[config.mk]
export PLATFORM = sky130hd
export DESIGN_NAME = epce_div
export DESIGN_NICKNAME = d
export VERILOG_FILES = /design/src/design/epce_pkg.sv /design/src/design/epce_div.sv
export SDC_FILE = /design/constraint.sdc
export NUM_CORES = 1
export LEC_CHECK = 0
export BUFFER_PORTS_ARGS = -buffer_cell sky130_fd_sc_hd__buf_2
export CAP_MARGIN = 25
export CELL_PAD_IN_SITES_DETAIL_PLACEMENT = 0
export CELL_PAD_IN_SITES_GLOBAL_PLACEMENT = 2
export CORE_MARGIN = 5
export CORE_UTILIZATION = 40
export CTS_CLUSTER_DIAMETER = 150
export DETAILED_ROUTE_END_ITERATION = 10
export PLACE_DENSITY = 0.78
export SLEW_MARGIN = 20
export SYNTH_ARGS = -nofsm -noshare
export SYNTH_HDL_FRONTEND = slang
export SYNTH_SLANG_ARGS = --single-unit
[constraint.sdc]
create_clock -name clk -period 11 [get_ports clk]
set_clock_uncertainty 0.15 [all_clocks]
set_input_delay 1.1 -clock clk [delete_from_list [all_inputs] [get_ports clk]]
set_output_delay 1.1 -clock clk [all_outputs]
set_load 0.1 [all_outputs]
[src/design/epce_pkg.sv]
// package: widths, breakpoint tables, curve codes and pipeline sideband type
`default_nettype none

package epce_pkg;

  localparam int NOISE_W = 16;
  localparam int SEL_W = 2;
  localparam int VALUE_W = 17;
  localparam int T_W = 16;
  localparam int S_W = 17;

  localparam int ROM_LIMIT = 16;
  localparam int ROM_CURVES = 4;
  localparam int ROM_IDX_W = 4;
  localparam int COUNT_W = 5;

  localparam int MAX_POINTS_DEF = 16;
  localparam int NUM_CURVES_DEF = 3;

  localparam int DIV_STAGES = 8;
  localparam int DIV_STEP = 2;

  localparam logic [SEL_W-1:0] CURVE_SMOOTHER = 2'd0;
  localparam logic [SEL_W-1:0] CURVE_SMOOTH = 2'd1;
  localparam logic [SEL_W-1:0] CURVE_LINEAR = 2'd2;

  localparam logic signed [NOISE_W-1:0] PT_X [ROM_CURVES][ROM_LIMIT] = '{
    '{-16'sd16384, -16'sd13107, -16'sd6554, -16'sd1638, 16'sd1638, 16'sd4915,
      16'sd9830, 16'sd13107, 16'sd16384, 16'sd0, 16'sd0, 16'sd0,
      16'sd0, 16'sd0, 16'sd0, 16'sd0},
    '{-16'sd16384, -16'sd11469, -16'sd10650, -16'sd3277, 16'sd0, 16'sd4915,
      16'sd5734, 16'sd6881, 16'sd7373, 16'sd8192, 16'sd16384, 16'sd0,
      16'sd0, 16'sd0, 16'sd0, 16'sd0},
    '{-16'sd16384, -16'sd13107, -16'sd11469, -16'sd3277, 16'sd1638, 16'sd4915,
      16'sd5734, 16'sd6554, 16'sd9830, 16'sd14746, 16'sd16384, 16'sd0,
      16'sd0, 16'sd0, 16'sd0, 16'sd0},
    '{16'sd0, 16'sd0, 16'sd0, 16'sd0, 16'sd0, 16'sd0, 16'sd0, 16'sd0,
      16'sd0, 16'sd0, 16'sd0, 16'sd0, 16'sd0, 16'sd0, 16'sd0, 16'sd0}
  };

  localparam logic signed [VALUE_W-1:0] PT_Y [ROM_CURVES][ROM_LIMIT] = '{
    '{17'sd5120, 17'sd0, 17'sd1280, 17'sd12800, 17'sd14080, 17'sd20480,
      17'sd30720, 17'sd33280, 17'sd35840, 17'sd0, 17'sd0, 17'sd0,
      17'sd0, 17'sd0, 17'sd0, 17'sd0},
    '{17'sd435, 17'sd397, 17'sd410, 17'sd256, 17'sd102, 17'sd51,
      17'sd102, 17'sd102, 17'sd51, 17'sd26, 17'sd26, 17'sd0,
      17'sd0, 17'sd0, 17'sd0, 17'sd0},
    '{-17'sd20480, -17'sd12800, -17'sd8960, -17'sd7680, 17'sd6400, 17'sd10240,
      17'sd10240, 17'sd8960, 17'sd16640, 17'sd19200, 17'sd20480, 17'sd0,
      17'sd0, 17'sd0, 17'sd0, 17'sd0},
    '{17'sd0, 17'sd0, 17'sd0, 17'sd0, 17'sd0, 17'sd0, 17'sd0, 17'sd0,
      17'sd0, 17'sd0, 17'sd0, 17'sd0, 17'sd0, 17'sd0, 17'sd0, 17'sd0}
  };

  localparam logic [COUNT_W-1:0] PT_COUNT [ROM_CURVES] = '{5'd9, 5'd11, 5'd11, 5'd0};

  // sideband that travels with an item through the divider and easing stages
  typedef struct packed {
    logic                      dir;
    logic signed [VALUE_W-1:0] val;
    logic signed [VALUE_W-1:0] y0;
    logic signed [VALUE_W-1:0] y1;
    logic [SEL_W-1:0]          curve;
  } side_t;

endpackage

`default_nettype wire

[src/design/epce_div.sv]
// pipelined restoring divider: segment fraction t = (num << 16) / den, num < den
`default_nettype none

module epce_div (
  input  wire logic                        clk,
  input  wire logic                        rst_n,
  input  wire logic                        en,
  input  wire logic                        in_valid,
  input  wire logic [epce_pkg::T_W-1:0]    in_num,
  input  wire logic [epce_pkg::T_W-1:0]    in_den,
  input  wire epce_pkg::side_t             in_side,
  output logic                             out_valid,
  output logic [epce_pkg::T_W-1:0]         out_quot,
  output epce_pkg::side_t                  out_side
);

  localparam int NS = epce_pkg::DIV_STAGES;
  localparam int W = epce_pkg::T_W;

  logic [NS-1:0]   v_r;
  logic [NS-1:0]   v_nxt;
  logic [W-1:0]    rem_r [NS];
  logic [W-1:0]    rem_nxt [NS];
  logic [W-1:0]    quot_r [NS];
  logic [W-1:0]    quot_nxt [NS];
  logic [W-1:0]    den_r [NS];
  logic [W-1:0]    den_nxt [NS];
  epce_pkg::side_t side_r [NS];
  epce_pkg::side_t side_nxt [NS];

  always_comb begin
    logic [W:0]   trial;
    logic [W-1:0] rem;
    logic [W-1:0] quot;
    logic [W-1:0] den;
    for (int k = 0; k < NS; k++) begin
      if (k == 0) begin
        rem = in_num;
        quot = '0;
        den = in_den;
        v_nxt[k] = in_valid;
        side_nxt[k] = in_side;
      end else begin
        rem = rem_r[k-1];
        quot = quot_r[k-1];
        den = den_r[k-1];
        v_nxt[k] = v_r[k-1];
        side_nxt[k] = side_r[k-1];
      end
      for (int b = 0; b < epce_pkg::DIV_STEP; b++) begin
        trial = {rem, 1'b0};
        if (trial >= {1'b0, den}) begin
          trial = trial - {1'b0, den};
          quot = {quot[W-2:0], 1'b1};
        end else begin
          quot = {quot[W-2:0], 1'b0};
        end
        rem = trial[W-1:0];
      end
      rem_nxt[k] = rem;
      quot_nxt[k] = quot;
      den_nxt[k] = den;
    end
  end

  always_ff @(posedge clk) begin
    if (!rst_n) begin
      v_r <= '0;
    end else if (en) begin
      v_r <= v_nxt;
    end
  end

  always_ff @(posedge clk) begin
    if (en) begin
      rem_r <= rem_nxt;
      quot_r <= quot_nxt;
      den_r <= den_nxt;
      side_r <= side_nxt;
    end
  end

  assign out_valid = v_r[NS-1];
  assign out_quot = quot_r[NS-1];
  assign out_side = side_r[NS-1];

endmodule

`default_nettype wire

==> flow_metrics.py <==
metrics = {
    "synthesis": {
        "synth_common_cells": "728 x edfxtp_1, 248 x ha_1, 192 x inv_1",
        "yosys-top-cells-area": "edfxtp_1 60%, ha_1 8.5%, mux2_2 4.2%",
        "yosys_register_bits": 736,
        "synth.top_cell.area_share_pct": 60.1,
        "avgSynthCellArea_um2": 13.2,
        "synth_top_area_cell": "edfxtp_1",
        "synth_ff_type": "edfxtp_1",
        "yosysWarnings": 0,
        "synth_edf_count": 728,
        "yosysUniqueCellTypes": 90,
        "yosysMostFrequentCell": "edfxtp_1",
        "syn_area_mm2": 0.0364,
        "ys_seq_area_share_pct": 60.5,
        "synth_fp_nets": 3094,
        "ys_async_sr_fraction_pct": 0,
        "synth_cells": 2748,
    },
    "global_routing": {
        "antenna_found_initial": 2,
        "grt_pass1_vias": 21900,
        "grt_usage_pct": 15.9,
        "grt_pass1_wl_um": 122000,
        "grt_util_met3_pct": 3.04,
        "overflow": 0,
        "grt_max_degree": 187,
        "busiest_layer": "met2",
        "grtUsageMet2_pct": 24.7,
        "use_met1_pct": 22.4,
    },
    "worst_setup_path": {
        "crit_arrival_ps": 6610,
        "worstPathCellList": "inv_1 > ha_1 > nor2b_1 > o31a_1 > o31ai_2 > a21oi_1 > o311a_1 > or2_1 > a21oi_1 > ha_1 > a2111oi_0 > a21oi_1 > a221oi_1 > o21ai_0 > or4_4 > o21ai_2 > inv_2 > mux2_2",
        "crit_buf_inv": 2,
        "r2r_slack_ps": 4620,
        "timing.rr.end": "rem_r[53]",
        "crit_top_cell": "a21oi_1",
        "crit_family": "compound AO/OA/AOI/OAI gates",
        "reg2reg_depth": 18,
        "worstPathRequired_ps": 11230,
        "crit_end": "rem_r[53]",
        "r2r_start": "den_nxt[49]",
        "slowest_stage": "a2111oi_0",
        "worst_setup_path_start_kind": "register",
        "crit_fanout": 17,
        "path_class": "register to register",
        "endpoint_kind": "register",
        "cp_num_cells": 18,
        "crit_path_start": "den_nxt[49]",
        "critPathMaxStageDelay_ps": 630,
    },
    "final_layout": {
        "drive_above_1_share_pct": 15.8,
        "design_area_mm2": 0.0414,
        "area_growth_pct": 13.7,
        "fin_nets": 3320,
        "antenna_cells": 0,
    },
    "clock_network": {
        "cts_buffers": 81,
        "cts.clk_slew.worst_paths_ps": 60,
        "clkLatencyLatePin_ps": 650,
        "tritoncts": "yes",
        "cts_setup_buffers": 0,
        "cts-resized-gates": 0,
        "cts_root_buffer": "clkbuf_16",
        "ctsHoldBuffers": 0,
        "cts.htree.levels": 3,
        "cts.sinks": 736,
        "cts_buffer_depth": 3,
    },
    "drt": {
        "first_iter_violations": 1664,
        "wl_per_cell_um": 18.8,
        "routed_wl_um": 79300,
        "viasPerCell": 5.26,
        "postRouteAntennaNets": 0,
        "num_vias": 22100,
        "drc": 0,
        "dr.pass1.iters": 5,
    },
    "timing": {
        "max_freq_mhz": 157,
        "post-route-period-util_pct": 58.0,
        "rsz0062_at_grt": "false",
        "period_needed_ps": 6380,
        "maxSlewViolCount": 0,
        "hold_viol": 0,
        "max-slew-margin-rel_pct": 32.8,
        "tns_ps": 0,
        "setup_viol": 0,
        "worst_slew_pin_slew_ps": 1010,
    },
    "placement": {
        "place_area_mm2": 0.0387,
        "place_hpwl_um": 58800,
        "port_buffers": 160,
        "gp_congestion": 0.897,
    },
    "min_path": {
        "hold_class": "register to register",
    },
    "floorplanning": {
        "die_area_mm2": 0.0971,
        "initial_core_util_pct": 40.4,
        "fp.dieH_um": 312,
        "ios": 161,
        "core_region_area_mm2": 0.0901,
        "die_w_um": 312,
        "rows": 110,
    },
    "run_status": {
        "status": "completed",
    },
    "job": {
        "drv_cap": 0,
    },
}
-- kinds of logic after synthesis --
group                    count (synthesis)  share of synthesized area [%]
multiplexers                           162                           5.02
AO/OA/AOI/OAI                          625                           11.3
XOR/XNOR                               175                           4.21
AND/OR/NAND/NOR                        568                           7.56
adder cells (fa/ha/maj)                256                           8.97
buffers and inverters                  226                           2.38
flip-flops                             736                           60.5
-- per-stage QoR --
step	hold slack, ps	cells	util (%)	setup slack [ps]
floorplan	250	2748	-	5180
global placement	250	4066	42.9	4660
detailed placement	255	4066	42.9	4530
CTS	251	4207	45.9	4660
global route	253	4208	45.9	4250
finish	250	4208	45.9	4620
-- sequential cells by signal, summed over array words and instances, names as in the netlist --
signal / count
den_nxt: 112
out_quot: 16
out_side: 54
quot_r: 56
rem_r: 112
side_nxt: 378
v_r: 8
-- final cells by class --
class | instances | area (um2)
Clock buffer | 99 | 2120
Clock inverter | 42 | 536
Fill cell | 7968 | 48800
Inverter | 194 | 728
Multi-Input combinational cell | 1786 | 13500
Sequential cell | 736 | 22000
Tap cell | 1176 | 1470
Timing Repair Buffer | 175 | 981
-- worst min path at each step --
stage                  startpoint            end  depth (start not counted)
global placement     side_nxt[31]   out_side[31]                          0
detailed placement   side_nxt[28]   out_side[28]                          0
global route        side_nxt[194]  side_nxt[140]                          0
floorplan              quot_r[24]   out_quot[10]                          0
CTS                 side_nxt[287]  side_nxt[233]                          0
finish              side_nxt[195]  side_nxt[141]                          0
-- worst reg2reg max path: cells and delay by family (launching register included) --
kind,cells,cell delay (ps)
AOI/OAI and AO/OA,10,3240
muxes,1,320
buffers and inverters,2,310
DFF,1,420
and+or+nand+nor,3,1110
adders and majority gates,2,570
-- layout by cell type, fill, tap and decap left out, types with 10 or more instances in the layout --
cell type	synthesis	routed
and2_1	19	19
o211ai_1	10	10
nor2b_1	35	35
nand2b_1	18	18
nor4_1	11	11
clkinv_1	0	10
mux2i_1	19	19
xnor2_1	120	120
a21o_1	64	64
o21bai_1	26	26
nand2_1	139	139
nor3_1	47	47
nand3_1	41	41
inv_1	192	192
a21oi_1	176	176
or2_2	12	12
o21ai_0	126	125
edfxtp_1	728	728
nand4_1	32	32
mux2_2	136	136
clkbuf_1	21	17
a31oi_1	23	22
buf_2	9	159
o31ai_1	12	12
clkinv_2	0	10
o41ai_1	11	11
a211oi_1	23	23
nor2_1	168	168
xor2_1	55	55
clkbuf_16	0	82
a21boi_0	13	13
o21a_1	46	46
ha_1	248	248
buf_4	0	11
-- layer usage --
layer | part of all wire, % | up-vias
li1 | - | 10800
met1 | 48 | 10600
met2 | 44 | 520
met3 | 5.0 | 132
met4 | 3.3 | 0
met5 | 0 | -
Power is left out: the tool's default activity adds up to more than one toggle a clock period on the data nets, which glitch-free logic cannot reach.
