===== config.mk =====
export PLATFORM = sky130hd
export DESIGN_NAME = epce_ease
export DESIGN_NICKNAME = d
export VERILOG_FILES = /design/src/design/epce_pkg.sv /design/src/design/epce_ease.sv
export SDC_FILE = /design/constraint.sdc
export NUM_CORES = 2
export LEC_CHECK = 0
export BUFFER_PORTS_ARGS = -buffer_cell sky130_fd_sc_hd__buf_2
export CAP_MARGIN = 0
export CORE_MARGIN = 4
export CORE_UTILIZATION = 55
export CTS_BUF_LIST = sky130_fd_sc_hd__clkbuf_16
export CTS_CLUSTER_DIAMETER = 40
export CTS_CLUSTER_SIZE = 24
export DETAILED_ROUTE_END_ITERATION = 7
export PLACE_DENSITY = 0.71
export SYNTH_ARGS = -nofsm -noshare
export SYNTH_HDL_FRONTEND = slang
export SYNTH_SLANG_ARGS = --single-unit

===== constraint.sdc =====
create_clock -name clk -period 25.4 [get_ports clk]
set_input_delay 7.62 -clock clk [delete_from_list [all_inputs] [get_ports clk]]
set_output_delay 7.62 -clock clk [all_outputs]
set_load 0.005 [all_outputs]

===== src/design/epce_pkg.sv =====
// package: widths, breakpoint tables, curve codes and pipeline sideband type
`default_nettype none

package epce_pkg;

  localparam int NOISE_W = 16;
  localparam int SEL_W = 2;
  localparam int VALUE_W = 17;
  localparam int T_W = 16;
  localparam int S_W = 17;

  localparam int ROM_LIMIT = 16;
  localparam int ROM_CURVES = 4;
  localparam int ROM_IDX_W = 4;
  localparam int COUNT_W = 5;

  localparam int MAX_POINTS_DEF = 16;
  localparam int NUM_CURVES_DEF = 3;

  localparam int DIV_STAGES = 8;
  localparam int DIV_STEP = 2;

  localparam logic [SEL_W-1:0] CURVE_SMOOTHER = 2'd0;
  localparam logic [SEL_W-1:0] CURVE_SMOOTH = 2'd1;
  localparam logic [SEL_W-1:0] CURVE_LINEAR = 2'd2;

  localparam logic signed [NOISE_W-1:0] PT_X [ROM_CURVES][ROM_LIMIT] = '{
    '{-16'sd16384, -16'sd13107, -16'sd6554, -16'sd1638, 16'sd1638, 16'sd4915,
      16'sd9830, 16'sd13107, 16'sd16384, 16'sd0, 16'sd0, 16'sd0,
      16'sd0, 16'sd0, 16'sd0, 16'sd0},
    '{-16'sd16384, -16'sd11469, -16'sd10650, -16'sd3277, 16'sd0, 16'sd4915,
      16'sd5734, 16'sd6881, 16'sd7373, 16'sd8192, 16'sd16384, 16'sd0,
      16'sd0, 16'sd0, 16'sd0, 16'sd0},
    '{-16'sd16384, -16'sd13107, -16'sd11469, -16'sd3277, 16'sd1638, 16'sd4915,
      16'sd5734, 16'sd6554, 16'sd9830, 16'sd14746, 16'sd16384, 16'sd0,
      16'sd0, 16'sd0, 16'sd0, 16'sd0},
    '{16'sd0, 16'sd0, 16'sd0, 16'sd0, 16'sd0, 16'sd0, 16'sd0, 16'sd0,
      16'sd0, 16'sd0, 16'sd0, 16'sd0, 16'sd0, 16'sd0, 16'sd0, 16'sd0}
  };

  localparam logic signed [VALUE_W-1:0] PT_Y [ROM_CURVES][ROM_LIMIT] = '{
    '{17'sd5120, 17'sd0, 17'sd1280, 17'sd12800, 17'sd14080, 17'sd20480,
      17'sd30720, 17'sd33280, 17'sd35840, 17'sd0, 17'sd0, 17'sd0,
      17'sd0, 17'sd0, 17'sd0, 17'sd0},
    '{17'sd435, 17'sd397, 17'sd410, 17'sd256, 17'sd102, 17'sd51,
      17'sd102, 17'sd102, 17'sd51, 17'sd26, 17'sd26, 17'sd0,
      17'sd0, 17'sd0, 17'sd0, 17'sd0},
    '{-17'sd20480, -17'sd12800, -17'sd8960, -17'sd7680, 17'sd6400, 17'sd10240,
      17'sd10240, 17'sd8960, 17'sd16640, 17'sd19200, 17'sd20480, 17'sd0,
      17'sd0, 17'sd0, 17'sd0, 17'sd0},
    '{17'sd0, 17'sd0, 17'sd0, 17'sd0, 17'sd0, 17'sd0, 17'sd0, 17'sd0,
      17'sd0, 17'sd0, 17'sd0, 17'sd0, 17'sd0, 17'sd0, 17'sd0, 17'sd0}
  };

  localparam logic [COUNT_W-1:0] PT_COUNT [ROM_CURVES] = '{5'd9, 5'd11, 5'd11, 5'd0};

  // sideband that travels with an item through the divider and easing stages
  typedef struct packed {
    logic                      dir;
    logic signed [VALUE_W-1:0] val;
    logic signed [VALUE_W-1:0] y0;
    logic signed [VALUE_W-1:0] y1;
    logic [SEL_W-1:0]          curve;
  } side_t;

endpackage

`default_nettype wire


===== src/design/epce_ease.sv =====
// easing pipeline: smootherstep, smoothstep or linear on t, four register stages
`default_nettype none

module epce_ease (
  input  wire logic                        clk,
  input  wire logic                        rst_n,
  input  wire logic                        en,
  input  wire logic                        in_valid,
  input  wire logic [epce_pkg::T_W-1:0]    in_t,
  input  wire epce_pkg::side_t             in_side,
  output logic                             out_valid,
  output logic [epce_pkg::S_W-1:0]         out_s,
  output epce_pkg::side_t                  out_side
);

  localparam logic signed [20:0] FIFTEEN_Q16 = 21'sd983040;
  localparam logic signed [38:0] TEN_Q32 = 39'sd42949672960;

  // stage 1: t^2 and t*(6t - 15)
  logic                   e1_v_r;
  logic [15:0]            e1_t_r;
  logic [31:0]            e1_t2_r;
  logic signed [37:0]     e1_u_r;
  epce_pkg::side_t        e1_side_r;
  logic [31:0]            e1_t2_nxt;
  logic signed [37:0]     e1_u_nxt;
  logic [18:0]            six_t;
  logic signed [20:0]     lin_a;

  // stage 2: t^3 and smootherstep polynomial
  logic                   e2_v_r;
  logic [15:0]            e2_t_r;
  logic [31:0]            e2_t2_r;
  logic [47:0]            e2_t3_r;
  logic [19:0]            e2_p_r;
  epce_pkg::side_t        e2_side_r;
  logic [47:0]            e2_t3_nxt;
  logic [38:0]            inner;

  // stage 3: smootherstep product, smoothstep or linear value
  logic                   e3_v_r;
  logic [51:0]            e3_prod_r;
  logic [16:0]            e3_alt_r;
  epce_pkg::side_t        e3_side_r;
  logic [51:0]            e3_prod_nxt;
  logic [16:0]            e3_alt_nxt;
  logic [50:0]            ss_diff;

  // stage 4: output
  logic                   e4_v_r;
  logic [16:0]            e4_s_r;
  epce_pkg::side_t        e4_side_r;
  logic [16:0]            e4_s_nxt;

  always_comb begin
    six_t = {1'b0, in_t, 2'b00} + {2'b00, in_t, 1'b0};
    lin_a = $signed({2'b00, six_t}) - FIFTEEN_Q16;
    e1_t2_nxt = {16'b0, in_t} * {16'b0, in_t};
    e1_u_nxt = $signed({22'b0, in_t}) * $signed({{17{lin_a[20]}}, lin_a});
  end

  always_comb begin
    e2_t3_nxt = {16'b0, e1_t2_r} * {32'b0, e1_t_r};
    inner = 39'({e1_u_r[37], e1_u_r} + TEN_Q32);
  end

  always_comb begin
    e3_prod_nxt = {20'b0, e2_t3_r[47:16]} * {32'b0, e2_p_r};
    ss_diff = {3'b000, e2_t2_r, 16'b0} + {2'b00, e2_t2_r, 17'b0}
            - {2'b00, e2_t3_r, 1'b0};
    case (e2_side_r.curve)
      epce_pkg::CURVE_SMOOTH: e3_alt_nxt = ss_diff[48:32];
      default:                e3_alt_nxt = {1'b0, e2_t_r};
    endcase
  end

  always_comb begin
    case (e3_side_r.curve)
      epce_pkg::CURVE_SMOOTHER: e4_s_nxt = e3_prod_r[48:32];
      default:                  e4_s_nxt = e3_alt_r;
    endcase
  end

  always_ff @(posedge clk) begin
    if (!rst_n) begin
      e1_v_r <= 1'b0;
      e2_v_r <= 1'b0;
      e3_v_r <= 1'b0;
      e4_v_r <= 1'b0;
    end else if (en) begin
      e1_v_r <= in_valid;
      e2_v_r <= e1_v_r;
      e3_v_r <= e2_v_r;
      e4_v_r <= e3_v_r;
    end
  end

  always_ff @(posedge clk) begin
    if (en) begin
      e1_t_r <= in_t;
      e1_t2_r <= e1_t2_nxt;
      e1_u_r <= e1_u_nxt;
      e1_side_r <= in_side;
      e2_t_r <= e1_t_r;
      e2_t2_r <= e1_t2_r;
      e2_t3_r <= e2_t3_nxt;
      e2_p_r <= inner[35:16];
      e2_side_r <= e1_side_r;
      e3_prod_r <= e3_prod_nxt;
      e3_alt_r <= e3_alt_nxt;
      e3_side_r <= e2_side_r;
      e4_s_r <= e4_s_nxt;
      e4_side_r <= e3_side_r;
    end
  end

  assign out_valid = e4_v_r;
  assign out_s = e4_s_r;
  assign out_side = e4_side_r;

endmodule

`default_nettype wire


==> impl_metrics.yaml <==
setup_path:
  critPathMaxStageDelay_ps: 540
  worst_setup_path_start_kind: "input pin"
  r2r_slack_ps: 17360
  timing.critical_path.buf_inv: 9
  reg2reg_from: "e2_p_r[5]"
  required_ps: 25730
  rr_worst_depth: 25
  cp_max_fo: 38
  critical_path.slowest_cell: "fa_1"
  crit_path_end_kind: "flip-flop"
  startpoint: "in_t[1]"
  crit_type: "in -> reg"
  r2r-end: "e3_prod_r[46]"
  critical-path-top-delay-family: "adder cells"
  worstPathArrival_ps: 16770
global_routing:
  overflow: 0
  top_usage_layer: "met2"
  antenna_found_initial: 9
  grt_start_max_net_pins: 105
  grt_pass1_wl_um: 281000
  grt_use_total_pct: 27.3
  use_met2_pct: 44.7
  use_met3_pct: 5.10
  grt_pass1_vias: 52349
  met1_usage_pct: 35.8
floorplan:
  floorplan.initialDensity_pct: 55.3
  die_area_mm2: 0.132
  die_w_um: 363
  num_io_pins: 146
  die_y_um: 363
  num_rows: 130
  coreArea_mm2: 0.125
timing:
  fmax_mhz: 60.9
  tightest_slew_ps: 1120
  period_needed_ps: 16430
  grt_setup_unrepaired: "no"
  fin_crit_sh_pct: 64.7
  setup_tns_ps: 0
  setup_viol: 0
  final_hold_viol_count: 0
  relSlewSlack_pct: 25.4
  holdWs_ps: 373
  setup_slack_ps: 8970
  maxSlewViolCount: 0
  clock_skew_ps: 63.6
hold_path:
  min_to: "out_side[38]"
  hold_path.class: "reg -> reg"
  worstHoldStart: "e3_side_r[38]"
  hold_depth: 0
clock_tree:
  cts_hold_buf: 0
  cts_buffers: 66
  cts_tree: "yes"
  clk_path_buf_depth: 3
  clkLatencyLatePin_ps: 660
  htreeDepth: 3
  root_buffer: "clkbuf_16"
  cts_sinks: 450
  post_cts_resized: 0
  clkSlewWorstSetupHoldPaths_ps: 70
  post-cts-setup-buffers: 0
detailed_routing:
  via_count: 47225
  viasPerCell: 5.49
  postRouteAntennaNets: 0
  drt_iter0_drc: 3334
  drt-pass1-iter-count: 6
  wl_per_cell_um: 20.1
  drc: 0
  drt-total-wl_um: 172000
synth:
  synthTopCellsByCount: "inv_1 (1,675), fa_1 (1,419), nand2_1 (1,027)"
  ys.flop_type: "edfxtp_1"
  synth_cells: 6854
  yosysTopAreaCellShare_pct: 40.9
  async_reset_ff_share_pct: 0
  synthTopCellsByArea: "fa_1 (41%), edfxtp_1 (19%), ha_1 (9.8%)"
  synth_edf_count: 446
  avgSynthCellArea_um2: 10.1
  syn_nets: 8892
  syn_area_mm2: 0.0694
  synth.most_common_cell: "inv_1"
  synth_cell_types: 77
  ys_ff_latch: 450
  ys_warn_count: 0
  yosysSeqAreaShare_pct: 19.4
  yosysTopAreaCell: "fa_1"
place:
  gp_congestion: 0.927
  place_ws_ps: 8370
  portBuffers: 145
  hpwlAfterDp_um: 128000
layout:
  area.growth.synth_to_final_pct: 7.12
  drive_gt1_share_pct: 5.96
  nNetsFinal: 8928
run_status:
  status: "completed"
job:
  maxCapViolations: 0
## cells by family after synthesis
group,Yosys count,synth area share [%]
and+or+nand+nor,1843,12.4
xor gates and xnor gates,162,2.06
muxes,27,0.445
adders and majority gates,1964,50.8
buffers and inverters,1960,10.6
AOI/OAI and AO/OA,448,4.36
DFF,450,19.4
## worst max-delay path by stage
stage                      end  slack [ps]  cells after the start
finish              e1_u_r[35]        8970                     36
global route        e1_u_r[35]        8540                     36
CTS                 e1_u_r[35]        9020                     36
detailed placement  e1_u_r[35]        8370                     36
global placement    e1_u_r[35]        8560                     36
floorplan           e1_u_r[35]        9810                     33
## cells in the final DEF, fill, tap and decap left out, drive strengths merged, types with 6 or more instances in the layout
master	synthesis	final
o211ai	9	9
nand3	35	35
inv	1675	1698
mux2	21	21
nand2b	20	20
a211o	11	11
and3	23	23
xnor2	108	108
xor2	54	54
a21o	75	75
clkinv	7	32
nor4	6	6
a21boi	7	7
ha	545	545
a2111oi	6	6
o21a	29	29
nand2	1027	1027
nand3b	7	7
fa	1419	1419
nor3b	6	6
nor2b	22	22
buf	8	246
or3	10	10
edfxtp	446	446
nand4	14	14
or2	8	8
clkbuf	270	66
a21oi	110	110
o31ai	11	11
o311ai	6	6
a31oi	25	25
and2	481	481
a221oi	6	6
a211oi	18	18
mux2i	6	6
nor2	136	136
nor3	37	37
o21ai	80	80
o21bai	18	18
## stage by stage
stage	cell area (um^2)	util [%]	std cells
detailed placement	71900	57.4	8472
global route	74300	59.3	8594
CTS	74300	59.3	8594
global placement	71900	57.4	8472
floorplan	69400	-	6854
finish	74300	59.3	8598
## state kept, by name, indices dropped and copies added (netlist names), 17 cells and up
| signal | count |
|---|---|
| e2_p_r | 20 |
| e2_t2_r | 30 |
| e3_side_r | 54 |
| e1_t2_r | 30 |
| out_side | 54 |
| e2_t3_r | 47 |
| e1_u_r | 20 |
| e3_alt_r | 17 |
| e3_prod_r | 17 |
| e1_side_r | 54 |
| e2_side_r | 54 |
| out_s | 17 |
## layer usage
metal | vias to the layer above | wire, um
li1 | 20632 | -
met1 | 23968 | 67900
met2 | 2164 | 80800
met3 | 459 | 15500
met4 | 2 | 8290
met5 | - | 7
## final cells by class
class / count / area [um^2]
Fill cell: 10477 / 51100
Multi-Input combinational cell: 4444 / 48600
Sequential cell: 450 / 13500
Inverter: 1682 / 6310
Tap cell: 1650 / 2060
Clock buffer: 66 / 1650
Timing Repair Buffer: 246 / 1490
Clock inverter: 56 / 752
Antenna cell: 4 / 10.0
Power is left out: the tool's default activity adds up to more than one toggle a clock period on the data nets, which glitch-free logic cannot reach.
